$ cat config.mk
export PLATFORM = sky130hd
export DESIGN_NAME = raised_cosine_mask_blend_top_flat
export DESIGN_NICKNAME = d
export VERILOG_FILES = /design/src/hw/rtl/rcmb_pkg.sv /design/src/hw/rtl/rcmb_in_if.sv /design/src/hw/rtl/rcmb_out_if.sv /design/src/hw/rtl/rcmb_divider.sv /design/src/hw/rtl/raised_cosine_mask_blend_top.sv /design/src/flat_wrapper.sv
export VERILOG_INCLUDE_DIRS = /design/src /design/src/hw/rtl
export SDC_FILE = /design/constraint.sdc
export NUM_CORES = 1
export LEC_CHECK = 0
export ABC_AREA = 1
export BUFFER_PORTS_ARGS = -buffer_cell sky130_fd_sc_hd__buf_2
export CORE_ASPECT_RATIO = 2
export CORE_UTILIZATION = 40
export CTS_CLUSTER_SIZE = 20
export DETAILED_ROUTE_END_ITERATION = 10
export SETUP_SLACK_MARGIN = 0.2
export SYNTH_ARGS = -nofsm -noshare
export SYNTH_HDL_FRONTEND = slang
export SYNTH_SLANG_ARGS = --single-unit
$ cat constraint.sdc
create_clock -name clk -period 11.4 [get_ports clk]
set_clock_uncertainty 0.2 [all_clocks]
set_input_delay 2.28 -clock clk [delete_from_list [all_inputs] [get_ports clk]]
set_output_delay 2.28 -clock clk [all_outputs]
set_load 0.1 [all_outputs]
$ cat src/hw/rtl/raised_cosine_mask_blend_top_macros.svh
// assertion macros for the raised-cosine mask blend block
// used by the top level only, no other dependencies
`ifndef RAISED_COSINE_MASK_BLEND_TOP_MACROS_SVH
`define RAISED_COSINE_MASK_BLEND_TOP_MACROS_SVH

// same-cycle implication, checked out of reset
`define RCMB_ASSERT_NOW(label, clk, rst_n, ante, cons, msg) \
    label: assert property (@(posedge clk) disable iff (!rst_n) (ante) |-> (cons)) \
        else $error(msg);

// next-cycle implication, checked out of reset
`define RCMB_ASSERT_NEXT(label, clk, rst_n, ante, cons, msg) \
    label: assert property (@(posedge clk) disable iff (!rst_n) (ante) |=> (cons)) \
        else $error(msg);

`endif

$ cat src/hw/rtl/rcmb_pkg.sv
// shared types, constants and tap table of the raised-cosine mask blend block
// no dependencies
`timescale 1ns / 1ps
`default_nettype none

package rcmb_pkg;

    localparam int MAX_RADIUS = 8;
    localparam int ROM_RADII  = 8;
    localparam int MAX_BINS   = 4096;
    localparam int WIN_DEPTH  = 2 * MAX_RADIUS + 1;
    localparam int EFF_RADIUS = (MAX_RADIUS < ROM_RADII) ? MAX_RADIUS : ROM_RADII;

    localparam int RADIUS_W  = 4;
    localparam int BIN_CNT_W = ($clog2(MAX_BINS) > 0) ? $clog2(MAX_BINS) : 1;
    localparam int AGE_W     = $clog2(WIN_DEPTH);
    localparam int PEND_W    = $clog2(MAX_RADIUS + 2);
    localparam int K_W       = $clog2(MAX_RADIUS + 1) + 1;
    localparam int Q_W       = 16;
    localparam int STEP_W    = $clog2(Q_W);
    // sum of all taps of the widest window stays below 2^19
    localparam int ACC_W     = 19;

    localparam logic [RADIUS_W-1:0]  RADIUS_RESET = RADIUS_W'(2);
    localparam logic [RADIUS_W-1:0]  RADIUS_LIMIT = RADIUS_W'(EFF_RADIUS);
    localparam logic [BIN_CNT_W-1:0] LAST_BIN_IDX = BIN_CNT_W'(MAX_BINS - 1);
    localparam logic [Q_W-1:0]       ONE_Q15      = 16'd32768;
    localparam logic [Q_W-1:0]       CAP_Q15      = 16'd11468;

    typedef logic [ACC_W-1:0] acc_t;
    typedef logic [Q_W-1:0]   q_t;

    typedef struct packed {
        logic busy;
        logic done;
    } div_stat_t;

    typedef enum logic [2:0] {
        ST_IDLE,
        ST_CHECK,
        ST_ACC,
        ST_DIV_GO,
        ST_DIV,
        ST_OUT
    } state_t;

    // raised-cosine taps per radius, rounded to q1.15
    localparam logic [Q_W-1:0] TAP_ROM [0:ROM_RADII][0:ROM_RADII] = '{
        '{16'd32768, 16'd0,     16'd0,     16'd0,     16'd0,
          16'd0,     16'd0,     16'd0,     16'd0},
        '{16'd32768, 16'd16384, 16'd0,     16'd0,     16'd0,
          16'd0,     16'd0,     16'd0,     16'd0},
        '{16'd32768, 16'd24576, 16'd8192,  16'd0,     16'd0,
          16'd0,     16'd0,     16'd0,     16'd0},
        '{16'd32768, 16'd27969, 16'd16384, 16'd4799,  16'd0,
          16'd0,     16'd0,     16'd0,     16'd0},
        '{16'd32768, 16'd29639, 16'd21447, 16'd11321, 16'd3129,
          16'd0,     16'd0,     16'd0,     16'd0},
        '{16'd32768, 16'd30573, 16'd24576, 16'd16384, 16'd8192,
          16'd2195,  16'd0,     16'd0,     16'd0},
        '{16'd32768, 16'd31145, 16'd26599, 16'd20030, 16'd12738,
          16'd6169,  16'd1623,  16'd0,     16'd0},
        '{16'd32768, 16'd31521, 16'd27969, 16'd22654, 16'd16384,
          16'd10114, 16'd4799,  16'd1247,  16'd0},
        '{16'd32768, 16'd31780, 16'd28935, 16'd24576, 16'd19229,
          16'd13539, 16'd8192,  16'd3833,  16'd988}
    };

endpackage

`default_nettype wire

$ cat src/hw/rtl/rcmb_in_if.sv
// input channel of the mask blend block: one damage flag per transaction
// no dependencies
`timescale 1ns / 1ps
`default_nettype none

interface rcmb_in_if;
    logic valid;
    logic ready;
    logic damaged;
    logic last_bin;

    modport source (output valid, output damaged, output last_bin, input ready);
    modport sink   (input valid, input damaged, input last_bin, output ready);
endinterface

`default_nettype wire

$ cat src/hw/rtl/rcmb_out_if.sv
// output channel of the mask blend block: one q1.15 weight per transaction
// no dependencies
`timescale 1ns / 1ps
`default_nettype none

interface rcmb_out_if;
    logic        valid;
    logic        ready;
    logic [15:0] weight;
    logic        frame_end;

    modport source (output valid, output weight, output frame_end, input ready);
    modport sink   (input valid, input weight, input frame_end, output ready);
endinterface

`default_nettype wire

$ cat src/hw/rtl/rcmb_divider.sv
// restoring divider, one quotient bit per cycle: floor(dividend * 2^15 / divisor)
// depends on rcmb_pkg; dividend must not exceed divisor
`timescale 1ns / 1ps
`default_nettype none

module rcmb_divider (
    input  wire logic              clk,
    input  wire logic              rst_n,
    input  wire logic              start,
    input  wire rcmb_pkg::acc_t    dividend,
    input  wire rcmb_pkg::acc_t    divisor,
    output rcmb_pkg::div_stat_t    stat,
    output rcmb_pkg::q_t           quotient
);
    import rcmb_pkg::*;

    acc_t              rem_reg, rem_next;
    acc_t              dvs_reg;
    q_t                q_reg, q_next;
    logic [STEP_W-1:0] step_reg, step_next;
    logic              busy_reg, busy_next;
    logic              done_reg, done_next;
    logic [ACC_W:0]    trial;
    logic              fits;

    // first step takes the integer bit, later steps shift in a zero
    assign trial = (step_reg == '0) ? {1'b0, rem_reg} : {rem_reg, 1'b0};
    assign fits  = (trial >= {1'b0, dvs_reg});

    always_comb
    begin
        rem_next  = rem_reg;
        q_next    = q_reg;
        step_next = step_reg;
        busy_next = busy_reg;
        done_next = 1'b0;
        if (start)
        begin
            rem_next  = dividend;
            q_next    = '0;
            step_next = '0;
            busy_next = 1'b1;
        end
        else if (busy_reg)
        begin
            rem_next  = fits ? ACC_W'(trial - {1'b0, dvs_reg}) : ACC_W'(trial);
            q_next    = {q_reg[Q_W-2:0], fits};
            step_next = STEP_W'(step_reg + 1'b1);
            if (step_reg == STEP_W'(Q_W - 1))
            begin
                busy_next = 1'b0;
                done_next = 1'b1;
            end
        end
    end

    always_ff @(posedge clk or negedge rst_n)
    begin
        if (!rst_n)
        begin
            busy_reg <= 1'b0;
            done_reg <= 1'b0;
            step_reg <= '0;
        end
        else
        begin
            busy_reg <= busy_next;
            done_reg <= done_next;
            step_reg <= step_next;
        end
    end

    always_ff @(posedge clk)
    begin
        rem_reg <= rem_next;
        q_reg   <= q_next;
        if (start)
        begin
            dvs_reg <= divisor;
        end
    end

    assign stat.busy = busy_reg;
    assign stat.done = done_reg;
    assign quotient  = q_reg;

endmodule

`default_nettype wire

$ cat src/hw/rtl/raised_cosine_mask_blend_top.sv
// top level of the raised-cosine mask blend block
// depends on rcmb_pkg, rcmb_in_if, rcmb_out_if, rcmb_divider and the macros header
//
//  channel   direction  payload                      width
//  in_ch     sink       damaged, last_bin            1 + 1
//  out_ch    source     weight (q1.15), frame_end    16 + 1
//  cfg       write      cfg_wdata = radius           4
//
// one transaction in, then 0 to 9 results; each result passes a check, an
// accumulation over 2r+1 taps, a divider start, 16 divider steps, a quotient
// pick-up and the output state (r = radius capped at 8); each input is accepted
// in the idle state and then checked; one restoring divider computes every result
// in_ch.ready is high only in the idle state; out_ch holds its result until taken
// rst_n clears the fsm, counters, flag window and sets radius to 2; no clearing pass
`include "raised_cosine_mask_blend_top_macros.svh"
`timescale 1ns / 1ps
`default_nettype none

module raised_cosine_mask_blend_top (
    input  wire logic                           clk,
    input  wire logic                           rst_n,
    input  wire logic                           cfg_we,
    input  wire logic [rcmb_pkg::RADIUS_W-1:0]  cfg_wdata,
    rcmb_in_if.sink                             in_ch,
    rcmb_out_if.source                          out_ch
);
    import rcmb_pkg::*;

    // fsm and configuration
    state_t                state_reg, state_next;
    logic [RADIUS_W-1:0]   radius_reg;

    // frame bookkeeping
    logic [WIN_DEPTH-1:0]  window_reg, window_next;   // bit 0 holds the newest flag
    logic [BIN_CNT_W-1:0]  seen_reg, seen_next;
    logic [PEND_W-1:0]     pend_reg, pend_next;       // bins taken but not yet given out
    logic [PEND_W-1:0]     done_sat_reg, done_sat_next; // bins given out, saturating
    logic                  end_reg, end_next;
    logic [RADIUS_W-1:0]   r_reg, r_next;             // radius frozen for this transaction

    // accumulation
    logic signed [K_W-1:0] k_reg, k_next;
    acc_t                  sum_reg, sum_next;
    acc_t                  total_reg, total_next;
    logic                  centre_reg, centre_next;

    // result register
    logic [Q_W-1:0]        weight_reg, weight_next;
    logic                  fend_reg, fend_next;

    // divider link
    logic                  div_start;
    div_stat_t             div_stat;
    q_t                    div_q;

    // tap address arithmetic
    logic [PEND_W-1:0]     age_centre;
    logic signed [AGE_W:0] age_nb;
    logic signed [AGE_W:0] pos_nb;
    logic [RADIUS_W-1:0]   k_abs;
    logic                  nb_in_frame;
    logic                  nb_flag;
    logic [Q_W-1:0]        tap;
    logic                  in_acc;
    logic                  emit_due;

    rcmb_divider u_div (
        .clk      (clk),
        .rst_n    (rst_n),
        .start    (div_start),
        .dividend (sum_reg),
        .divisor  (total_reg),
        .stat     (div_stat),
        .quotient (div_q)
    );

    // neighbour of the oldest pending bin, offset k
    assign age_centre  = PEND_W'(pend_reg - 1'b1);
    assign age_nb      = $signed({{(AGE_W+1-PEND_W){1'b0}}, age_centre})
                         - $signed({{(AGE_W+1-K_W){k_reg[K_W-1]}}, k_reg});
    // sign of emitted + k tells whether the neighbour lies before the frame start
    assign pos_nb      = $signed({{(AGE_W+1-PEND_W){1'b0}}, done_sat_reg})
                         + $signed({{(AGE_W+1-K_W){k_reg[K_W-1]}}, k_reg});
    assign k_abs       = k_reg[K_W-1] ? RADIUS_W'(-k_reg) : RADIUS_W'(k_reg);
    assign nb_in_frame = !age_nb[AGE_W] && !pos_nb[AGE_W];
    assign nb_flag     = window_reg[age_nb[AGE_W-1:0]];
    assign tap         = TAP_ROM[r_reg][k_abs];
    assign in_acc      = (state_reg == ST_ACC);
    // a result is due once radius bins of lookahead are in, or at frame end
    assign emit_due    = (pend_reg != '0) && (end_reg || (pend_reg > PEND_W'(r_reg)));

    always_comb
    begin
        state_next    = state_reg;
        window_next   = window_reg;
        seen_next     = seen_reg;
        pend_next     = pend_reg;
        done_sat_next = done_sat_reg;
        end_next      = end_reg;
        r_next        = r_reg;
        k_next        = k_reg;
        sum_next      = sum_reg;
        total_next    = total_reg;
        centre_next   = centre_reg;
        weight_next   = weight_reg;
        fend_next     = fend_reg;
        div_start     = 1'b0;

        unique case (state_reg)
            ST_IDLE:
            begin
                if (in_ch.valid)
                begin
                    window_next = {window_reg[WIN_DEPTH-2:0], in_ch.damaged};
                    pend_next   = PEND_W'(pend_reg + 1'b1);
                    end_next    = in_ch.last_bin || (seen_reg == LAST_BIN_IDX);
                    seen_next   = end_next ? '0 : BIN_CNT_W'(seen_reg + 1'b1);
                    r_next      = (radius_reg > RADIUS_LIMIT) ? RADIUS_LIMIT : radius_reg;
                    state_next  = ST_CHECK;
                end
            end
            ST_CHECK:
            begin
                if (emit_due)
                begin
                    k_next     = -$signed(K_W'(r_reg));
                    sum_next   = '0;
                    total_next = '0;
                    state_next = ST_ACC;
                end
                else
                begin
                    // frame end: all pending bins are out, start afresh
                    if (end_reg)
                    begin
                        window_next   = '0;
                        done_sat_next = '0;
                        end_next      = 1'b0;
                    end
                    state_next = ST_IDLE;
                end
            end
            ST_ACC:
            begin
                if (nb_in_frame)
                begin
                    total_next = ACC_W'(total_reg + tap);
                    if (nb_flag)
                    begin
                        sum_next = ACC_W'(sum_reg + tap);
                    end
                end
                if (k_reg == '0)
                begin
                    centre_next = nb_flag;
                end
                if (k_reg == $signed(K_W'(r_reg)))
                begin
                    state_next = ST_DIV_GO;
                end
                else
                begin
                    k_next = K_W'(k_reg + 1'b1);
                end
            end
            ST_DIV_GO:
            begin
                div_start  = 1'b1;
                state_next = ST_DIV;
            end
            ST_DIV:
            begin
                if (div_stat.done)
                begin
                    priority if (centre_reg)
                    begin
                        weight_next = ONE_Q15;
                    end
                    else if (div_q > CAP_Q15)
                    begin
                        weight_next = CAP_Q15;
                    end
                    else
                    begin
                        weight_next = div_q;
                    end
                    fend_next  = end_reg && (pend_reg == PEND_W'(1));
                    state_next = ST_OUT;
                end
            end
            ST_OUT:
            begin
                if (out_ch.ready)
                begin
                    pend_next = PEND_W'(pend_reg - 1'b1);
                    if (done_sat_reg != PEND_W'(MAX_RADIUS))
                    begin
                        done_sat_next = PEND_W'(done_sat_reg + 1'b1);
                    end
                    state_next = ST_CHECK;
                end
            end
            default:
            begin
                state_next = ST_IDLE;
            end
        endcase
    end

    always_ff @(posedge clk or negedge rst_n)
    begin
        if (!rst_n)
        begin
            state_reg    <= ST_IDLE;
            radius_reg   <= RADIUS_RESET;
            window_reg   <= '0;
            seen_reg     <= '0;
            pend_reg     <= '0;
            done_sat_reg <= '0;
            end_reg      <= 1'b0;
            r_reg        <= '0;
        end
        else
        begin
            state_reg    <= state_next;
            window_reg   <= window_next;
            seen_reg     <= seen_next;
            pend_reg     <= pend_next;
            done_sat_reg <= done_sat_next;
            end_reg      <= end_next;
            r_reg        <= r_next;
            if (cfg_we)
            begin
                radius_reg <= cfg_wdata;
            end
        end
    end

    // datapath registers, no reset needed
    always_ff @(posedge clk)
    begin
        k_reg      <= k_next;
        sum_reg    <= sum_next;
        total_reg  <= total_next;
        centre_reg <= centre_next;
        weight_reg <= weight_next;
        fend_reg   <= fend_next;
    end

    assign in_ch.ready      = (state_reg == ST_IDLE);
    assign out_ch.valid     = (state_reg == ST_OUT);
    assign out_ch.weight    = weight_reg;
    assign out_ch.frame_end = fend_reg;

    // a shown weight is either exactly one or no more than the cap
    `RCMB_ASSERT_NOW(a_weight_range, clk, rst_n, out_ch.valid,
        (out_ch.weight == ONE_Q15) || (out_ch.weight <= CAP_Q15),
        "weight outside one or capped range")
    // never take a new bin while a result waits
    `RCMB_ASSERT_NOW(a_no_overlap, clk, rst_n, out_ch.valid, !in_ch.ready,
        "input ready while a result is pending")
    // pending bins never exceed the widest lookahead plus one
    `RCMB_ASSERT_NOW(a_pend_bound, clk, rst_n, 1'b1, pend_reg <= PEND_W'(MAX_RADIUS + 1),
        "pending count overflow")
    // a frame-end result empties the pending set
    `RCMB_ASSERT_NEXT(a_frame_flush, clk, rst_n,
        out_ch.valid && out_ch.ready && out_ch.frame_end, pend_reg == '0,
        "bins left pending after frame end")
    // accumulation only on a non-empty pending set
    `RCMB_ASSERT_NOW(a_acc_pending, clk, rst_n, in_acc, pend_reg != '0,
        "accumulating with nothing pending")

endmodule

`default_nettype wire
$ cat src/flat_wrapper.sv
// flat-port wrapper written by rule: the top's interface ports become plain ports
module raised_cosine_mask_blend_top_flat import rcmb_pkg::*;
  (clk, rst_n, cfg_we, cfg_wdata, in_ch_valid, in_ch_damaged, in_ch_last_bin, in_ch_ready, out_ch_valid, out_ch_weight, out_ch_frame_end, out_ch_ready);
  rcmb_in_if in_ch_i ();
  rcmb_out_if out_ch_i ();
  input  wire logic clk;
  input  wire logic rst_n;
  input  wire logic cfg_we;
  input  wire logic [rcmb_pkg::RADIUS_W-1:0] cfg_wdata;
  input wire logic [$bits(in_ch_i.valid)-1:0] in_ch_valid;
  input wire logic [$bits(in_ch_i.damaged)-1:0] in_ch_damaged;
  input wire logic [$bits(in_ch_i.last_bin)-1:0] in_ch_last_bin;
  output wire logic [$bits(in_ch_i.ready)-1:0] in_ch_ready;
  output wire logic [$bits(out_ch_i.valid)-1:0] out_ch_valid;
  output wire logic [$bits(out_ch_i.weight)-1:0] out_ch_weight;
  output wire logic [$bits(out_ch_i.frame_end)-1:0] out_ch_frame_end;
  input wire logic [$bits(out_ch_i.ready)-1:0] out_ch_ready;
  assign in_ch_i.valid = in_ch_valid;
  assign in_ch_i.damaged = in_ch_damaged;
  assign in_ch_i.last_bin = in_ch_last_bin;
  assign in_ch_ready = in_ch_i.ready;
  assign out_ch_valid = out_ch_i.valid;
  assign out_ch_weight = out_ch_i.weight;
  assign out_ch_frame_end = out_ch_i.frame_end;
  assign out_ch_i.ready = out_ch_ready;
  raised_cosine_mask_blend_top u_core (.clk(clk), .rst_n(rst_n), .cfg_we(cfg_we), .cfg_wdata(cfg_wdata), .in_ch(in_ch_i), .out_ch(out_ch_i));
endmodule
==> metrics, run 1 <==
critical path data arrival time=between 4 and 5 ns; clk_lat worst skew=0.45 ns; Synth Area in Simple Gates=0.269; setup_tns=0 ns; top cells by count, synth=nand2_1 (427), inv_1 (225), nor2_1 (143); number of hold buffers added after CTS=0; multiplexer area fraction after synthesis=0.000933; final worst slack=approximately 6.5 ns; first-pass GRT wire length=55.6 mm; top-area cell type share of the netlist area=0.246; Die W=125 um; synthesized instance count=1619; largest family of logic cells by synthesized area=simple AND/OR/NAND/NOR gates; met1 Usage GRT=0.200; TritonCTS Buffers=17; Min-Delay Path Class=reg2reg; clock tree sinks=170; fin crit period=between 4 and 5 ns; gr usage total=0.235; Via density=~5.4; Die Ht=about 250 um; asr flop ratio synth=0.324; row cnt=89; Storage cell area=4670 um^2; residual DRC count=0; TritonCTS clock tree=yes; DP Worst Slack=approximately 6.5 ns; Ys Warns=0; buffer levels on the longest clock path=2; synth top area cells=edfxtp_1 (25%), nand2_1 (13%), dfrtp_1 (11%), ha_1 (8.3%), inv_1 (7.0%); footprint of the multi-input gates=roughly 6300 um^2; gpl congestion=between 0.9 and 1; vias in the first global route=around 11000; largest net degree at the start of global routing=between 50 and 60; Max-Cap Viols=0; adder-cell area share of the yosys netlist=0.0895; clock slew at reported path FFs=0.07 ns; Nets=between 1500 and 2000; DP Cell Count=1977; Ports=30; core box area=around 30000 um^2; area added between synthesis and finish=8.46%; GR Util met3=0.0259; post-CTS setup buffers=0; Antenna diodes=0; headroom to the max-slew limit=0.371; CTS root buf=clkbuf_16; grt met2 use=0.488; Final Cycle Share=0.433; Worst EP required=11.39 ns; largest area contributor in the netlist=edfxtp_1; Synth Area in Compound Gates=0.138; Routed WL per cell=between 15 and 20 um; syn_nets=around 1700; hpwl dp=around 28 mm; initial drt markers=approximately 510; Slew @ Worst Pin=~0.94 ns; fin util=0.442; Antenna Nets Post-Route=0; ys flop type=edfxtp_1; post-CTS resize count=0; Seq/Total Area, Yosys=0.387; Cell variety after synth=between 60 and 70; drt first pass iters=5; initial core utilization=0.408; number of flops mapped to enable cells by yosys=a little under 100; WL final=~35 mm; type of origin of the critical path=register; outcome=complete, no violations; post-synthesis register bit count=170; Crit Path Class=reg2reg; synthesized area=12100 um^2; GR peak layer=met2; post-synthesis xor/xnor area fraction=0.0203; most numerous cell in the Yosys netlist=nand2_1; initial antenna violation count=0; Final Slew Violations=0; input/output buffers=29; final setup vio count=0; Worst Path Max Fanout=25; Filler Cell Count=around 3000; Die ar.=30900 um^2; Fmax=approximately 200 MHz; share of cells above drive strength 1=0.0742; unrepaired setup endpoints after global routing=false; Mapped Avg Cell Area=between 7 and 8 um^2; Final Instance Count excl. Fillers=2009; gr ovfl total=0; Max H-tree Level=4; via count=around 11000; Fin. Hold Viols=0; CP endpoint kind=register
## layer usage
layer / up-vias / part of all wire
met1: 4988 / 0.32
met4: 0 / 0.076
met5: - / 0
met2: 276 / 0.57
met3: 129 / 0.025
li1: 5374 / -
## metrics by stage
step,hold slack (ns),cell area (um^2)
after floorplan,0.233,12100
after global routing,0.286,13100
after CTS,0.277,13100
after detailed placement,0.262,12500
final,0.274,13100
after global placement,0.255,12500
## cell families after synthesis
group                      Yosys count
other                                1
and+or+nand+nor                    758
AOI/OAI and AO/OA                  294
adders and majority gates           84
xor gates and xnor gates            28
muxes                                1
DFF                                170
buffers and inverters              283
## cells in the final DEF (no fill, tap or decap), types with 4 or more instances in the layout
cell       netlist  final
nand2_1        427    427
inv_1          225    225
nor2_1         143    143
a21oi_1        122    122
nand3_1         99     99
edfxtp_1        99     99
o21ai_0         84     84
ha_1            80     80
dfrtp_1         54     54
nand4_1         29     29
buf_2           19     29
xor2_1          18     18
o21a_1          18     18
clkbuf_16        0     18
o21ai_1         16     16
nor3_1          16     16
a22oi_1         16     16
dfxtp_1         16     16
inv_2           15     15
xnor2_1         10     10
o22ai_1          7      7
nor2_2           7      7
nand3b_1         7      7
buf_4            4      6
nand2_2          5      5
or2_2            5      5
a31oi_1          5      5
nor2_4           4      4
o211ai_1         4      4
a21o_1           4      4
fa_1             4      4
clkinv_8         0      4
## worst max-delay path: stages (launching register included)
cell      delay, ns
edfxtp_1       0.69
inv_2          0.32
ha_1           0.41
nand2_2        0.09
o21ai_4        0.19
inv_4          0.24
a21oi_1        0.05
o21ai_0        0.21
a31oi_1        0.07
nor3_1         0.38
ha_1           0.30
inv_1          0.08
fa_1           0.35
inv_1          0.08
nand2_1        0.06
a21oi_1        0.27
nand3_1        0.11
nand2_1        0.15
nand3_1        0.09
nand2_1        0.12
nand2_1        0.06
nand2_1        0.06
a21oi_1        0.05
## layout make-up
class,instances,share of cell area
clock buffers,18,0.0344
clock inverters,14,0.0114
inverters,242,0.0697
multi-input cells,1166,0.479
flip-flops and latches,170,0.357
well taps,364,0.0348
repair buffers,35,0.0145
## final timing paths
check | endpoint | cells past startpoint | start | slack, ns
worst max-delay path | u_core.total_reg[18]$_SDFFCE_PN0P_ | 22 | u_core.k_reg[0]$_DFFE_PP_ | 6.47
worst min-delay path | u_core.u_div.dvs_reg[14]$_DFFE_PP_ | 0 | u_core.total_reg[14]$_SDFFCE_PN0P_ | 0.27
worst max register to register | u_core.total_reg[18]$_SDFFCE_PN0P_ | 22 | u_core.k_reg[0]$_DFFE_PP_ | 6.47
worst min register to register | u_core.u_div.dvs_reg[14]$_DFFE_PP_ | 0 | u_core.total_reg[14]$_SDFFCE_PN0P_ | 0.27
max in group asynchronous | u_core.r_reg[3]$_DFFE_PN0P_ | 2 | rst_n | 8.73
min in group asynchronous | u_core.seen_reg[4]$_DFFE_PN0P_ | 2 | rst_n | 1.75
Power of run 1 is not shown: default switching activity piles up to over one toggle a cycle in this logic, so the estimate is an artifact.
==> inputs of run 2 (changes only) <==
--- a/config.mk
+++ b/config.mk
@@ -6,7 +6,7 @@
 export SDC_FILE = /design/constraint.sdc
 export NUM_CORES = 1
 export LEC_CHECK = 0
-export ABC_AREA = 1
+export ABC_AREA = 0
 export BUFFER_PORTS_ARGS = -buffer_cell sky130_fd_sc_hd__buf_2
 export CORE_ASPECT_RATIO = 2
 export CORE_UTILIZATION = 40
==> constraint.sdc (replaced) <==
create_clock -name clk -period 5 [get_ports clk]
set_clock_uncertainty 0.2 [all_clocks]
set_input_delay 1 -clock clk [delete_from_list [all_inputs] [get_ports clk]]
set_output_delay 1 -clock clk [all_outputs]
set_load 0.1 [all_outputs]
==> metrics, run 2 <==
largest area contributor in the netlist=edfxtp_1; commonest non-fill, non-tap cell in the layout=nor2_1; Min-Delay Path Class=reg2reg; initial antenna violation count=0 (unchanged); Synth Area in Compound Gates=0.193 (+0.0545); Antenna diodes=0 (unchanged); reg2reg setup slack=0.40 ns (-6.07 ns); TritonCTS Buffers=17 (unchanged); gr usage total=0.215 (-0.0206); Worst Hold End=u_core.u_div.dvs_reg[9]$_DFFE_PP_; maximum vdd drop=approximately 0.27 mV; Mapped Avg Cell Area=9.38 um^2 (+26%); adder-cell area share of the yosys netlist=0.0941 (+0.00460); gr ovfl total=0 (unchanged); worst hold start=u_core.total_reg[9]$_SDFFCE_PN0P_; Hold Path Stages=0 (unchanged); outcome=complete, no violations; Nets=1338 (-23%); CP endpoint kind=register; Ports=30 (unchanged); unrepaired setup endpoints after global routing=true; drt first pass iters=5 (unchanged); clock tree sinks=170 (unchanged); residual DRC count=0 (unchanged); TritonCTS clock tree=yes; row cnt=87 (-2.2%); PD cells=233 nW/um^2; DP Worst Slack=0.211 ns (-6.29 ns); total power draw=2.96 mW; most numerous cell in the Yosys netlist=nor2_1; Max-Cap Viols=0 (unchanged); Max H-tree Level=4 (unchanged); synthesized instance count=1224 (-24%); Die ar.=29400 um^2 (-4.8%); commonest non-fill, non-tap cells in the layout=nor2_1 (149), edfxtp_1 (99), nand2_1 (95), a21oi_1 (89), ha_1 (80); Final Cycle Share=0.920 (+0.488); setup_tns=0 ns (unchanged); Seq/Total Area, Yosys=0.407 (+0.0199); first-pass GRT wire length=48.7 mm (-13%); Post-Place Cell Area=12100 um^2 (-3.4%); FF-to-FF path depth=19 (-14%); Antenna Nets Post-Route=0 (unchanged); initial core utilization=0.407 (about the same); CTS root buf=clkbuf_16; via count=9329 (-13%); final setup vio count=0 (unchanged); Worst Path Max Fanout=23 (-8.0%); Ys Warns=0 (unchanged); Min Hold Slack=0.283 ns (+0.00885 ns); worst reg2reg endpoint=u_core.sum_reg[18]$_SDFFCE_PN0P_; largest net degree at the start of global routing=47 (-16%); clk_lat worst skew=0.46 ns (about the same); Die Ht=242 um (-2.5%); Fmax=217 MHz (+7.2%); Cell variety after synth=87 (+43%); WL final=30.0 mm (-15%); Worst EP required=5.10 ns (-6.29 ns); top cells by count, synth=nor2_1 (149), edfxtp_1 (99), nand2_1 (95); headroom to the max-slew limit=0.343 (-0.0281); asr flop ratio synth=0.324 (unchanged); multiplexer area fraction after synthesis=0.0576 (+0.0567); largest family of logic cells by synthesized area=compound AO/OA/AOI/OAI gates; leakage power=about 5.2 nW; Slew @ Worst Pin=0.986 ns (+0.0444 ns); Via density=5.79 (+8.0%); post-synthesis xor/xnor area fraction=0.0442 (+0.0239); post-CTS setup buffers=0 (unchanged); clock slew at reported path FFs=0.08 ns (about the same); share of cells above drive strength 1=0.117 (+0.0429); buffer levels on the longest clock path=2 (unchanged); synthesized area=11500 um^2 (-4.9%); initial drt markers=492 (-3.7%); FF-to-FF Start=u_core.k_reg[0]$_DFFE_PP_; fin area=12700 um^2 (-2.8%); syn_nets=1319 (-23%); type of origin of the critical path=register; Fin. Hold Viols=0 (unchanged); input/output buffers=29 (unchanged); vias in the first global route=9417 (-13%); ys flop type=edfxtp_1; fin crit period=4.60 ns (-0.330 ns); gpl congestion=0.939 (-4.8%); critical path data arrival time=4.70 ns (-0.22 ns); top-area cell type share of the netlist area=0.259 (+0.0127); synth top area cells=edfxtp_1 (26%), dfrtp_1 (12%), ha_1 (8.7%), nor2_1 (4.9%), a21oi_1 (4.1%); Final Slew Violations=0 (unchanged); Crit Path Class=reg2reg; core box area=28200 um^2 (-4.8%); number of flops mapped to enable cells by yosys=99 (unchanged); area added between synthesis and finish=10.9%; hpwl dp=23.3 mm (-17%); Routed WL per cell=18.6 um (+5.8%); Die W=122 um (-2.4%); final worst slack=0.399 ns (-6.07 ns); Synth Area in Simple Gates=0.165 (-0.104); number of hold buffers added after CTS=0 (unchanged); post-synthesis register bit count=170 (unchanged)
run 2: cell types whose count changed after synthesis, moves of 17 or more:
cell,delta
nand3_1,-79
mux2i_1,+29
inv_1,-172
xnor2_1,+20
a21oi_1,-29
a22o_1,+19
clkbuf_1,+34
nand2_1,-332
mux2_2,+21
nor3_1,+17
o21ai_0,-18
run 2: layout make-up:
type | count | area (um^2)
Clock inverter | 13 | 146
Timing Repair Buffer | 58 | 363
Sequential cell | 170 | 4670
Multi-Input combinational cell | 942 | 6420
Tap cell | 356 | 445
Clock buffer | 19 | 475
Inverter | 54 | 203
Fill cell | 2742 | 15500
run 2: what timing repair did:
action	in CTS	in global routing
endpoints found under the setup margin	2	13
resized for setup	1	11
pin swaps	0	1
endpoints found under the hold margin	0	0
run 2: stage by stage:
step | instances | util
6_report | 1612 | 0.452
5_1_grt | 1612 | 0.452
4_1_cts | 1612 | 0.450
3_5_place_dp | 1580 | 0.428
3_3_place_gp | 1580 | 0.428
2_1_floorplan | 1224 | -
run 2: worst max path at each step:
stage,from,end,cells past startpoint
final,u_core.k_reg[0]$_DFFE_PP_,u_core.sum_reg[18]$_SDFFCE_PN0P_,19
after global routing,u_core.k_reg[0]$_DFFE_PP_,u_core.total_reg[17]$_SDFFCE_PN0P_,18
after CTS,u_core.r_reg[1]$_DFFE_PN0P_,u_core.sum_reg[18]$_SDFFCE_PN0P_,17
after detailed placement,u_core.r_reg[0]$_DFFE_PN0P_,u_core.sum_reg[17]$_SDFFCE_PN0P_,18
after global placement,u_core.r_reg[0]$_DFFE_PN0P_,u_core.sum_reg[17]$_SDFFCE_PN0P_,18
after floorplan,u_core.k_reg[0]$_DFFE_PP_,u_core.total_reg[17]$_SDFFCE_PN0P_,18
run 2: worst max-delay path, stage by stage, from the launching register on:
cell	delay, ns
edfxtp_1	0.46
inv_1	0.09
ha_1	0.33
nand2_1	0.06
o21ai_1	0.09
buf_4	0.28
o211ai_1	0.13
a21oi_1	0.26
nor3_1	0.09
nor2_1	0.15
ha_1	0.28
inv_1	0.09
fa_1	0.40
nor2b_1	0.20
o31a_1	0.25
o21ai_1	0.19
a21oi_2	0.28
a21oi_1	0.13
or3_1	0.33
a21oi_1	0.17
run 2: cells by family (layout without fill, tap and decap cells):
logic type	Yosys count	after routing
simple gates	404	404
compound gates	338	338
flops	170	170
buf+inv	112	144
fa+ha+maj	84	84
xor+xnor	58	58
mux	57	57
other cells	1	1
run 2: per-layer routing:
| metal | up-vias | wire, um | global-route usage |
|---|---|---|---|
| li1 | 4515 | - | - |
| met1 | 4491 | 10600 | 0.207 |
| met2 | 215 | 17000 | 0.408 |
| met3 | 108 | 671 | 0.0304 |
| met4 | 0 | 1670 | 0.139 |
| met5 | - | 0 | 0 |
run 2: power breakdown:
part	switching, mW	internal, mW	leakage (nW)
combinational	0.0695	0.0416	3.29
clock	0.640	0.725	0.297
sequential	0.00957	1.48	1.61
total	0.720	2.24	5.20
Power figures use the tool's default switching activity.
